<file path="src/hw/rtl/ctc_pkg.sv">
// Shared types and constants for the coin template classifier.
// Holds the command and result transaction structs and the status codes.
// No dependencies.
package ctc_pkg;

	localparam int unsigned TEMPLATES_DEFAULT   = 3;
	localparam int unsigned MAX_SAMPLES_DEFAULT = 16;
	localparam int unsigned MIN_SAMPLES         = 5;

	localparam int unsigned DIAM_W = 16;
	localparam int unsigned EM_W   = 10;

	typedef enum logic [2:0] {
		ST_REJECT  = 3'd0,
		ST_ACCEPT  = 3'd1,
		ST_TAKEN   = 3'd2,
		ST_STORED  = 3'd3,
		ST_FEW     = 3'd4,
		ST_DROPPED = 3'd5
	} status_t;

	typedef enum logic {
		OP_CLASSIFY = 1'b0,
		OP_TRAIN    = 1'b1
	} op_t;

	typedef struct packed {
		op_t               op;
		logic [1:0]        template_slot;
		logic [DIAM_W-1:0] diam_time;
		logic [EM_W-1:0]   em_level;
		logic              last_sample;
	} cmd_t;

	typedef struct packed {
		status_t    status;
		logic [1:0] matched_template;
	} result_t;

endpackage

</file>
<file path="src/hw/rtl/coin_template_classifier.sv">
// Coin template classifier: template scan, training sample buffer and template fit.
// Depends on ctc_pkg (transaction structs, status codes, default sizes).
// Single module: sequencer around one divider, one multiplier and one square-root step.
//
// Channel   Direction  Handshake                 Payload
// -------   ---------  ------------------------  ----------------------
// cmd       in         start high, busy low      ctc_pkg::cmd_t
// result    out        done strobe, one cycle    ctc_pkg::result_t
//
// Sequencing: a classify transaction raises busy, one template compare per cycle,
// stopping at the first template that fits; the result strobes as busy falls.
// A non-final training sample is stored at the accept edge and its result
// strobes the next cycle without raising busy, as does a dropped sample or a
// final one with too few samples. A template fit holds busy through two passes
// of a mean division, a read/subtract/square/add per buffered sample, a
// variance division (one quotient bit per cycle, 32 + count-width bits) and a
// 16-step square root.
// Reset clears templates, the sample count and the running totals; the sample
// buffer itself is never cleared, only entries below the count are read.
// The receiver cannot stall: every result is presented for exactly one cycle.
module coin_template_classifier #(
	parameter int unsigned TEMPLATES   = ctc_pkg::TEMPLATES_DEFAULT,
	parameter int unsigned MAX_SAMPLES = ctc_pkg::MAX_SAMPLES_DEFAULT
) (
	input  logic              clk,
	input  logic              arst_n,
	input  logic              start,
	output logic              busy,
	input  ctc_pkg::cmd_t     cmd,
	output logic              done,
	output ctc_pkg::result_t  result
);

	localparam int unsigned DIAM_W = ctc_pkg::DIAM_W;
	localparam int unsigned EM_W   = ctc_pkg::EM_W;
	localparam int unsigned CNT_W  = $clog2(MAX_SAMPLES + 1);
	localparam int unsigned IDX_W  = $clog2(MAX_SAMPLES);
	localparam int unsigned TIDX_W = (TEMPLATES > 1) ? $clog2(TEMPLATES) : 1;
	localparam int unsigned DT_W   = DIAM_W + CNT_W;
	localparam int unsigned ET_W   = EM_W + CNT_W;
	localparam int unsigned SQ_W   = 2 * DIAM_W;
	localparam int unsigned ACC_W  = SQ_W + CNT_W;
	localparam int unsigned DCNT_W = $clog2(ACC_W);

	typedef enum logic [2:0] {
		S_IDLE,
		S_CLS,
		S_DIV,
		S_ACC_RD,
		S_ACC_DIFF,
		S_ACC_MUL,
		S_ACC_ADD,
		S_SQRT
	} state_t;

	typedef struct packed {
		logic [DIAM_W-1:0] diam;
		logic [EM_W-1:0]   em;
	} sample_t;

	function automatic logic [DIAM_W-1:0] absdiff(input logic [DIAM_W-1:0] a,
		input logic [DIAM_W-1:0] b);
		absdiff = (a > b) ? (a - b) : (b - a);
	endfunction

	// Templates
	logic [DIAM_W-1:0] tdm_q [TEMPLATES];
	logic [DIAM_W-1:0] tds_q [TEMPLATES];
	logic [EM_W-1:0]   tem_q [TEMPLATES];
	logic [EM_W-1:0]   tes_q [TEMPLATES];

	// Sample buffer
	sample_t           smem [MAX_SAMPLES];
	sample_t           rd_word_q;

	// Sequencer state
	state_t            state_q;
	logic [CNT_W-1:0]  count_q;
	logic [DT_W-1:0]   dtot_q;
	logic [ET_W-1:0]   etot_q;
	logic [1:0]        slot_q;
	logic [TIDX_W-1:0] cls_idx_q;
	logic [DIAM_W-1:0] cdiam_q;
	logic [EM_W-1:0]   cem_q;
	logic              pass_q;
	logic              div_var_q;
	logic [ACC_W-1:0]  div_num_q;
	logic [CNT_W-1:0]  div_rem_q;
	logic [DCNT_W-1:0] div_cnt_q;
	logic [IDX_W-1:0]  rd_idx_q;
	logic [DIAM_W-1:0] diff_q;
	logic [SQ_W-1:0]   sq_q;
	logic [ACC_W-1:0]  acc_q;
	logic [SQ_W-1:0]   sq_v_q;
	logic [SQ_W-1:0]   sq_res_q;
	logic [SQ_W-1:0]   sq_bit_q;
	logic [DIAM_W-1:0] dmean_q;
	logic [EM_W-1:0]   emean_q;
	logic [DIAM_W-1:0] dspread_q;
	logic              done_q;
	ctc_pkg::result_t  result_q;

	// Combinational helpers
	logic              accept;
	logic              slot_ok;
	logic              room;
	logic              wr_en;
	logic [CNT_W-1:0]  n_new;
	logic [DT_W-1:0]   dtot_new;
	logic [ET_W-1:0]   etot_new;
	logic [CNT_W:0]    trial;
	logic              trial_ge;
	logic [CNT_W-1:0]  rem_next;
	logic [ACC_W-1:0]  div_next;
	logic [DIAM_W-1:0] smp_val;
	logic [DIAM_W-1:0] mean_val;
	logic              rd_last;
	logic [ACC_W-1:0]  acc_next;
	logic [SQ_W-1:0]   sq_sum;
	logic              sq_ge;
	logic [SQ_W-1:0]   sq_res_next;
	logic [SQ_W-1:0]   sq_v_next;
	logic [DIAM_W-1:0] spread_val;
	logic              cls_hit;
	logic              cls_last;

	assign busy   = (state_q != S_IDLE);
	assign done   = done_q;
	assign result = result_q;
	assign accept = start && !busy;

	always_comb begin
		// Training sample bookkeeping at the accept edge
		slot_ok  = ({30'd0, cmd.template_slot} < 32'(TEMPLATES));
		room     = (count_q < CNT_W'(MAX_SAMPLES));
		wr_en    = accept && (cmd.op == ctc_pkg::OP_TRAIN) && slot_ok && room;
		n_new    = count_q + CNT_W'(room);
		dtot_new = dtot_q + (room ? DT_W'(cmd.diam_time) : DT_W'(0));
		etot_new = etot_q + (room ? ET_W'(cmd.em_level) : ET_W'(0));

		// Restoring divider, one quotient bit per cycle, divisor is the count
		trial    = {div_rem_q, div_num_q[ACC_W-1]};
		trial_ge = (trial >= {1'b0, count_q});
		rem_next = trial_ge ? CNT_W'(trial - {1'b0, count_q}) : trial[CNT_W-1:0];
		div_next = {div_num_q[ACC_W-2:0], trial_ge};

		// Deviation accumulation
		smp_val  = pass_q ? DIAM_W'(rd_word_q.em) : rd_word_q.diam;
		mean_val = pass_q ? DIAM_W'(emean_q) : dmean_q;
		rd_last  = (CNT_W'(rd_idx_q) == (count_q - CNT_W'(1)));
		acc_next = acc_q + ACC_W'(sq_q);

		// Digit-by-digit square root step
		sq_sum      = sq_res_q + sq_bit_q;
		sq_ge       = (sq_v_q >= sq_sum);
		sq_v_next   = sq_ge ? (sq_v_q - sq_sum) : sq_v_q;
		sq_res_next = sq_ge ? ((sq_res_q >> 1) + sq_bit_q) : (sq_res_q >> 1);
		spread_val  = (sq_res_next == '0) ? DIAM_W'(1) : sq_res_next[DIAM_W-1:0];

		// Template compare
		cls_hit  = ({1'b0, absdiff(tdm_q[cls_idx_q], cdiam_q)}
			<= {tds_q[cls_idx_q], 1'b0})
			&& (absdiff(DIAM_W'(tem_q[cls_idx_q]), DIAM_W'(cem_q))
			<= DIAM_W'(tes_q[cls_idx_q]));
		cls_last = (cls_idx_q == TIDX_W'(TEMPLATES - 1));
	end

	// Sample buffer: one write port at the count, one registered read port
	always_ff @(posedge clk) begin
		if (wr_en) begin
			smem[count_q[IDX_W-1:0]] <= '{diam: cmd.diam_time, em: cmd.em_level};
		end
		rd_word_q <= smem[rd_idx_q];
	end

	always_ff @(posedge clk or negedge arst_n) begin
		if (!arst_n) begin
			state_q   <= S_IDLE;
			count_q   <= '0;
			dtot_q    <= '0;
			etot_q    <= '0;
			done_q    <= 1'b0;
			result_q  <= '{status: ctc_pkg::ST_REJECT, matched_template: 2'd0};
			for (int i = 0; i < TEMPLATES; i++) begin
				tdm_q[i] <= '0;
				tds_q[i] <= '0;
				tem_q[i] <= '0;
				tes_q[i] <= '0;
			end
		end else begin
			done_q <= 1'b0;
			unique case (state_q)
				S_IDLE: begin
					if (accept) begin
						result_q.matched_template <= 2'd0;
						if (cmd.op == ctc_pkg::OP_CLASSIFY) begin
							// Hold the coin and scan from template zero
							cdiam_q   <= cmd.diam_time;
							cem_q     <= cmd.em_level;
							cls_idx_q <= '0;
							state_q   <= S_CLS;
						end else if (!slot_ok) begin
							done_q          <= 1'b1;
							result_q.status <= ctc_pkg::ST_DROPPED;
						end else if (!cmd.last_sample) begin
							count_q         <= n_new;
							dtot_q          <= dtot_new;
							etot_q          <= etot_new;
							done_q          <= 1'b1;
							result_q.status <= room ? ctc_pkg::ST_TAKEN : ctc_pkg::ST_DROPPED;
						end else if (n_new < CNT_W'(ctc_pkg::MIN_SAMPLES)) begin
							// Too few samples: report and drop the buffer
							count_q         <= '0;
							dtot_q          <= '0;
							etot_q          <= '0;
							done_q          <= 1'b1;
							result_q.status <= ctc_pkg::ST_FEW;
						end else begin
							// Start the fit with the diameter mean
							count_q   <= n_new;
							dtot_q    <= dtot_new;
							etot_q    <= etot_new;
							slot_q    <= cmd.template_slot;
							pass_q    <= 1'b0;
							div_var_q <= 1'b0;
							div_num_q <= ACC_W'(dtot_new);
							div_rem_q <= '0;
							div_cnt_q <= DCNT_W'(ACC_W - 1);
							state_q   <= S_DIV;
						end
					end
				end
				S_CLS: begin
					if (cls_hit) begin
						done_q   <= 1'b1;
						result_q <= '{status: ctc_pkg::ST_ACCEPT,
							matched_template: 2'(cls_idx_q)};
						state_q  <= S_IDLE;
					end else if (cls_last) begin
						done_q   <= 1'b1;
						result_q <= '{status: ctc_pkg::ST_REJECT, matched_template: 2'd0};
						state_q  <= S_IDLE;
					end else begin
						cls_idx_q <= cls_idx_q + TIDX_W'(1);
					end
				end
				S_DIV: begin
					div_num_q <= div_next;
					div_rem_q <= rem_next;
					div_cnt_q <= div_cnt_q - DCNT_W'(1);
					if (div_cnt_q == '0) begin
						if (!div_var_q) begin
							// Mean done: latch it and sweep the buffer
							if (pass_q) begin
								emean_q <= div_next[EM_W-1:0];
							end else begin
								dmean_q <= div_next[DIAM_W-1:0];
							end
							rd_idx_q <= '0;
							acc_q    <= '0;
							state_q  <= S_ACC_RD;
						end else begin
							sq_v_q   <= div_next[SQ_W-1:0];
							sq_res_q <= '0;
							sq_bit_q <= SQ_W'(1) << (SQ_W - 2);
							state_q  <= S_SQRT;
						end
					end
				end
				S_ACC_RD: begin
					state_q <= S_ACC_DIFF;
				end
				S_ACC_DIFF: begin
					diff_q  <= absdiff(smp_val, mean_val);
					state_q <= S_ACC_MUL;
				end
				S_ACC_MUL: begin
					sq_q    <= diff_q * diff_q;
					state_q <= S_ACC_ADD;
				end
				S_ACC_ADD: begin
					acc_q <= acc_next;
					if (rd_last) begin
						div_var_q <= 1'b1;
						div_num_q <= acc_next;
						div_rem_q <= '0;
						div_cnt_q <= DCNT_W'(ACC_W - 1);
						state_q   <= S_DIV;
					end else begin
						rd_idx_q <= rd_idx_q + IDX_W'(1);
						state_q  <= S_ACC_RD;
					end
				end
				S_SQRT: begin
					sq_v_q   <= sq_v_next;
					sq_res_q <= sq_res_next;
					sq_bit_q <= sq_bit_q >> 2;
					if (sq_bit_q[0]) begin
						if (!pass_q) begin
							// Diameter spread done: advance to the level pass
							dspread_q <= spread_val;
							pass_q    <= 1'b1;
							div_var_q <= 1'b0;
							div_num_q <= ACC_W'(etot_q);
							div_rem_q <= '0;
							div_cnt_q <= DCNT_W'(ACC_W - 1);
							state_q   <= S_DIV;
						end else begin
							tdm_q[TIDX_W'(slot_q)] <= dmean_q;
							tds_q[TIDX_W'(slot_q)] <= dspread_q;
							tem_q[TIDX_W'(slot_q)] <= emean_q;
							tes_q[TIDX_W'(slot_q)] <= spread_val[EM_W-1:0];
							count_q  <= '0;
							dtot_q   <= '0;
							etot_q   <= '0;
							done_q   <= 1'b1;
							result_q <= '{status: ctc_pkg::ST_STORED, matched_template: 2'd0};
							state_q  <= S_IDLE;
						end
					end
				end
				default: begin
					state_q <= S_IDLE;
				end
			endcase
		end
	end

	// A result is never strobed while a transaction is still in work
	a_done_idle: assert property (@(posedge clk) disable iff (!arst_n)
		done |-> !busy)
		else $error("result strobed while busy");

	// Busy only rises on an accepted transaction
	a_busy_rise: assert property (@(posedge clk) disable iff (!arst_n)
		$rose(busy) |-> $past(start))
		else $error("busy rose without a start");

	// Every busy period ends with exactly its result
	a_busy_fall: assert property (@(posedge clk) disable iff (!arst_n)
		$fell(busy) |-> done)
		else $error("busy fell without a result");

	// The fit only runs with enough buffered samples
	a_fit_count: assert property (@(posedge clk) disable iff (!arst_n)
		(state_q == S_DIV) |-> (count_q >= CNT_W'(ctc_pkg::MIN_SAMPLES)))
		else $error("fit running with too few samples");

endmodule

</file>
<file path="config.mk">
export PLATFORM = sky130hd
export DESIGN_NAME = coin_template_classifier
export DESIGN_NICKNAME = d
export VERILOG_FILES = /design/src/hw/rtl/ctc_pkg.sv /design/src/hw/rtl/coin_template_classifier.sv
export SDC_FILE = /design/constraint.sdc
export NUM_CORES = 2
export LEC_CHECK = 0
export ABC_AREA = 1
export BUFFER_PORTS_ARGS = -buffer_cell sky130_fd_sc_hd__buf_4
export CORE_AREA = 5 5 328 330
export DETAILED_ROUTE_END_ITERATION = 6
export DIE_AREA = 0 0 333 335
export PLACE_DENSITY = 0.7
export SYNTH_ARGS = -nofsm -noshare
export SYNTH_HDL_FRONTEND = slang
export SYNTH_SLANG_ARGS = --single-unit
</file>
<file path="constraint.sdc">
create_clock -name clk -period 10.4 [get_ports clk]
set_clock_uncertainty 0.1 [all_clocks]
set_input_delay 2.6 -clock clk [delete_from_list [all_inputs] [get_ports clk]]
set_output_delay 2.6 -clock clk [all_outputs]
set_load 0.01 [all_outputs]
</file>
# [Yosys cells after proc, flatten, opt, wreduce, memory -nomap -nowiden]
# Memory sizes are Yosys's and may differ from the RTL's. A register that Yosys moved wholly into a read port is not among the register bits.
# Index checks and enable logic that the tools add are counted.
[totals] register_bits=513 latchBits=0 mem_bits_rw=416 mem_bits_ro=0 input_bits=33 output_inout_bits=7 word_cells=297 mem_count=1
[op_classes] addsub=18 mul=1 div=0 n_lt_le_gt_ge=13 eq_ne=31 shifts=0 mux=150 bitwise_logic=6 n_reduce_logical=38
[memory_table] memory="smem" depth=16 width=26 read_ports=1 rd_clocked_by_memory_dff=1 write_ports=1 line_no="coin_template_classifier.sv:73" source="sample_t smem [MAX_SAMPLES];"
[ops] op="two-way mux 37 bit" count=10
[ops] op="two-way mux 32 bit" count=8
[ops] op="case mux 32 bit (2 select lines)" count=3
[ops] op="two-way mux 16 bit" count=11
[ops] op="case mux 37 bit (4 select lines)" count=1
[ops] op="two-way mux 21 bit" count=7
[ops] op="two-way mux 15 bit" count=7
[ops] op="two-way mux 5 bit" count=21
[ops] op="bitwise mux 48 bit" count=2
[ops] op="case mux 37 bit (2 select lines)" count=1
[ops] op="two-way mux 10 bit" count=7
[ops] op="binary-select mux 16 bit (select 2 bit)" count=2
[ops] op="subtractor 16 bit" count=4
[ops] op="bitwise mux 30 bit" count=2
[ops] op="two-way mux 6 bit" count=8
[ops] op="two-way mux 3 bit" count=15
[ops] op="case mux 21 bit (2 select lines)" count=1
[ops] op="binary-select mux 10 bit (select 2 bit)" count=2
[ops] op="adder 37 x 32 -> 37 bit" count=1
[ops] op="inequality test 2 bit (second input constant)" count=17
[ops] op="adder 31 x 32 -> 32 bit" count=1
[ops] op="adder 32 bit" count=1
[ops] op="demux 16 bit (select 2 bit)" count=1
[ops] op="greater-or-equal comparator 32 bit" count=1
[ops] op="other kinds (60)" count=123

# [Longest topological paths before layout]
[logic_depth] depth_word=10 ltp_mapped=34 ltp_nobuf=33

# [Worst setup path after synthesis]
# Ideal clock, no wire load.
[synth_path] kind="input-to-reg" from="input port cmd[28] (netlist name)" to="register div_var_q (enable)" setup_time_ps=306 arrival_ps=8038 required_ps=9994 slack_ps=1956 path_stages=6 path_buffers=0 path_cell_list="nand2_1 inv_1 nor2_1 o21ai_0 nor4_1 o21a_1"
[synth_via] elab_chain_cells=3
[synth_rtl] element="start: declaration" line_no="coin_template_classifier.sv:29" source="input ctc_pkg::cmd_t cmd,"
[synth_rtl] element="less-than comparator 2 bit" line_no="coin_template_classifier.sv:134" source="slot_ok = ({30'd0, cmd.template_slot} < 32'(TEMPLATES));"
[synth_rtl] element="inequality test 2 bit (no line)"
[synth_rtl] element="AND reduction 10 bit (no line)"
[synth_rtl] element="end signal: assignment" line_no="coin_template_classifier.sv:225" source="div_var_q <= 1'b0;"
[synth_rtl] element="end signal: assignment" line_no="coin_template_classifier.sv:284" source="div_var_q <= 1'b1;"
[synth_rtl] element="end signal: assignment" line_no="coin_template_classifier.sv:303" source="div_var_q <= 1'b0;"
[synth_rtl] element="end: declaration" line_no="coin_template_classifier.sv:86" source="logic div_var_q;"
# Every way passes these cells.
# A chain may end at the register's enable or synchronous reset.

# [Final worst setup path]
[layout_path] from="register diff_q[4]" to="register sq_q[25], data pin"
[layout_via] elab_chain_cells=1
[layout_rtl] element="start: declaration" line_no="coin_template_classifier.sv:91" source="logic [DIAM_W-1:0] diff_q;"
[layout_rtl] element="start signal: assignment" line_no="coin_template_classifier.sv:274" source="diff_q <= absdiff(smp_val, mean_val);"
[layout_rtl] element="multiplier 16 x 16 -> 32 bit" line_no="coin_template_classifier.sv:278" source="sq_q <= diff_q * diff_q;"
[layout_rtl] element="end signal: assignment" line_no="coin_template_classifier.sv:278"
[layout_rtl] element="end: declaration" line_no="coin_template_classifier.sv:92" source="logic [SQ_W-1:0] sq_q;"
# Every way passes these cells.

==> impl_metrics.env <==
export IMPL_worstMarginPinSlew_ns=1.29
export IMPL_core_um2=105000
export IMPL_place_ws_ns=4.16
export IMPL_place_area_um2=58700
export IMPL_post_cts_resized=0
export IMPL_routedWlPerCell_um=19.7
export IMPL_clock_latency_ns=0.73
export IMPL_slowest_stage="edfxtp_1"
export IMPL_hold_buffers=0
export IMPL_drc=0
export IMPL_hold_viol=0
export IMPL_track_usage=0.267
export IMPL_first_iter_violations=4007
export IMPL_final_setup_tns_ns=0
export IMPL_required_ns=10.73
export IMPL_htree_levels=3
export IMPL_synth_cell_type_count=69
export IMPL_routed_wl_mm=151
export IMPL_fin_cells=7649
export IMPL_cpPeakStageDelay_ns=0.79
export IMPL_vdd_drop_max_v=0.000567
export IMPL_ctsRootBufferMaster="clkbuf_16"
export IMPL_antenna_found_initial=3
export IMPL_start_kind="flop"
export IMPL_die_w_um=333
export IMPL_fin_crit_ns=6.24
export IMPL_cts_buffers=97
export IMPL_io_pins=40
export IMPL_n_antenna_cell=0
export IMPL_clock_sinks=938
export IMPL_initial_core_util=0.545
export IMPL_postLayoutCellArea_um2=61900
export IMPL_grt_ovfl_total=0
export IMPL_hold_ws_ns=0.378
export IMPL_fp_dieH_um=335
export IMPL_ys_flop_type="edfxtp_1"
export IMPL_power_density_nw_per_um2=218
export IMPL_yosysWarnings=0
export IMPL_path_common_cell="fa_1"
export IMPL_clkTransAtPathRegs_ns=0.06
export IMPL_drive_above_1_share=0.0601
export IMPL_avgSynthCellArea_um2=9.15
export IMPL_cts_setup_buffers=0
export IMPL_drv_cap=0
export IMPL_finalSetupViolations=0
export IMPL_via_count=43516
export IMPL_cp_top_family="adder cells"
export IMPL_rsz0062_at_grt="no"
export IMPL_routabilityCongestion=0.933
export IMPL_portBuffers=39
export IMPL_rows=119
export IMPL_max_slew_margin=0.130
export IMPL_detail_route_first_pass_iterations=6
export IMPL_path_buf_inv=4
export IMPL_cp_arrival_ns=6.57
export IMPL_hold_path_class="flop to flop"
export IMPL_setup_slack_ns=4.16
export IMPL_layout_nets=6730
export IMPL_first_global_vias=42946
export IMPL_grt_pass1_wl_mm=237
export IMPL_status="finished clean"
export IMPL_dp_hpwl_mm=104
export IMPL_end_kind="flop"
export IMPL_slew_viol_final=0
export IMPL_dp_cells=7467
export IMPL_synth_edf_count=706
export IMPL_die_area_um2=112000
export IMPL_vias_per_cell=5.69
export IMPL_synthesis_nets=6783
export IMPL_syn_area_um2=57000
export IMPL_power_leakage_uw=0.0275
export IMPL_ant_nets=0
export IMPL_grt_max_degree=163
export IMPL_clock_fmax_ghz=0.160
export IMPL_syn_inst=6228
export IMPL_finalCritPeriodShare=0.600
export IMPL_worstSetupPathType="flop to flop"
export IMPL_clockBufferDepth=3
export IMPL_synth_seq_area_share=0.472
export IMPL_async_flop_share=0.220
export IMPL_synth_seq_cells=938
export IMPL_area_growth_pct=8.65
export IMPL_cts_tree="built"
export IMPL_critPathMaxFanout=18
export IMPL_path_cells="nand2_1 -> fa_1 -> inv_1 -> fa_1 -> ha_1 -> fa_1 -> inv_1 -> fa_1 -> inv_1 -> fa_1 -> ha_1 -> nand2_1 -> inv_1 -> a21oi_1 -> o21ai_0 -> a21oi_1 -> o21ai_0 -> a21boi_0 -> o21ai_0 -> xor2_1"
-- logic make-up after synthesis --
family,count (synthesis),share of synthesized area
adders and majority gates,522,0.138
and+or+nand+nor,2163,0.156
buffers and inverters,1106,0.0737
AOI/OAI and AO/OA,1304,0.131
DFF,938,0.472
xor gates and xnor gates,180,0.0277
muxes,15,0.00290
-- layout make-up --
class	count	area (um2)
clock inverter	42	505
timing repair buffer	77	609
clock buffer	140	2770
sequential	938	26900
tap	1391	1740
multi-input combinational	4184	26100
inverter	877	3300
fill	8915	42600
-- worst reg2reg max path, cell delays in order (launching register included) --
cell and delay, ns:
edfxtp_1 0.79, nand2_1 0.17, fa_1 0.56, inv_1 0.07, fa_1 0.48, ha_1 0.21
fa_1 0.51, inv_1 0.05, fa_1 0.52, inv_1 0.05, fa_1 0.43, ha_1 0.36
nand2_1 0.06, inv_1 0.05, a21oi_1 0.09, o21ai_0 0.42, a21oi_1 0.19, o21ai_0 0.33
a21boi_0 0.21, o21ai_0 0.24, xor2_1 0.09
-- final timing paths --
kind	cells after the start	slack (ns)	start	endpoint
worst max-delay path	20	4.16	diff_q[4]	sq_q[25]
worst min-delay path	2	0.38	tdm_q[19]	tdm_q[19]
worst max register to register	20	4.16	diff_q[4]	sq_q[25]
worst min register to register	2	0.38	tdm_q[19]	tdm_q[19]
max in group asynchronous	2	6.95	arst_n	dtot_q[17]
min in group asynchronous	1	1.81	arst_n	tds_q[12]
-- routing by layer --
layer,GRT usage,vias to the layer above,share of wire
li1,-,20754,-
met1,0.367,20937,0.43
met2,0.431,1519,0.46
met3,0.0457,306,0.075
met4,0.0951,0,0.039
met5,0,-,0
-- synthesized netlist by cell type, types with 13 or more instances --
| master | instances | area [um2] |
|---|---|---|
| dfrtp_1 | 206 | 5150 |
| a21o_1 | 21 | 158 |
| xnor2_1 | 67 | 587 |
| nand4_1 | 36 | 225 |
| a2bb2oi_1 | 28 | 245 |
| clkbuf_1 | 206 | 773 |
| xor2_1 | 113 | 990 |
| inv_2 | 14 | 52.6 |
| nor2_1 | 556 | 2090 |
| ha_1 | 348 | 4350 |
| a32oi_1 | 25 | 219 |
| edfxtp_1 | 706 | 21200 |
| inv_1 | 861 | 3230 |
| o211ai_1 | 13 | 97.6 |
| nor3_1 | 43 | 215 |
| a31oi_1 | 24 | 150 |
| dfxtp_1 | 26 | 521 |
| o21ai_0 | 601 | 3010 |
| o221ai_1 | 57 | 499 |
| fa_1 | 174 | 3480 |
| nand3_1 | 195 | 976 |
| nand2_1 | 1202 | 4510 |
| o21bai_1 | 21 | 158 |
| a21oi_1 | 365 | 1830 |
| or2_2 | 76 | 475 |
| o22ai_1 | 68 | 425 |
-- sequential cells by signal, summed over array words and instances (netlist names), 21 cells and up --
name / cells
dtot_q: 21
sq_v_q: 32
sq_res_q: 32
tem_q: 30
smem: 416
tes_q: 30
tdm_q: 48
tds_q: 48
div_num_q: 37
acc_q: 37
rd_word_q: 26
sq_q: 31
-- through the flow --
stage / util / power (uW)
floorplan: - / 8630
global placement: 0.561 / 9920
detailed placement: 0.561 / 10000
CTS: 0.592 / 13500
global route: 0.592 / 14600
finish: 0.592 / 13500
-- layout by cell type (no fill, tap or decap), drive strengths merged, types with 33 or more instances in the layout --
master / n
buf: 76
o21ai: 609
clkinv: 33
nand3: 197
inv: 875
o22ai: 68
nor2: 560
nand2: 1212
xor2: 113
fa: 174
xnor2: 67
clkbuf: 141
o221ai: 57
ha: 348
or2: 76
dfrtp: 206
edfxtp: 706
nand4: 36
nor3: 43
a21oi: 367
-- where the power goes --
part	total, uW	switching (uW)	internal [uW]
clock network	3520	1520	2000
logic	5610	3430	2190
registers	4370	32.7	4340
Note: power is estimated with default switching activity, not from simulation.
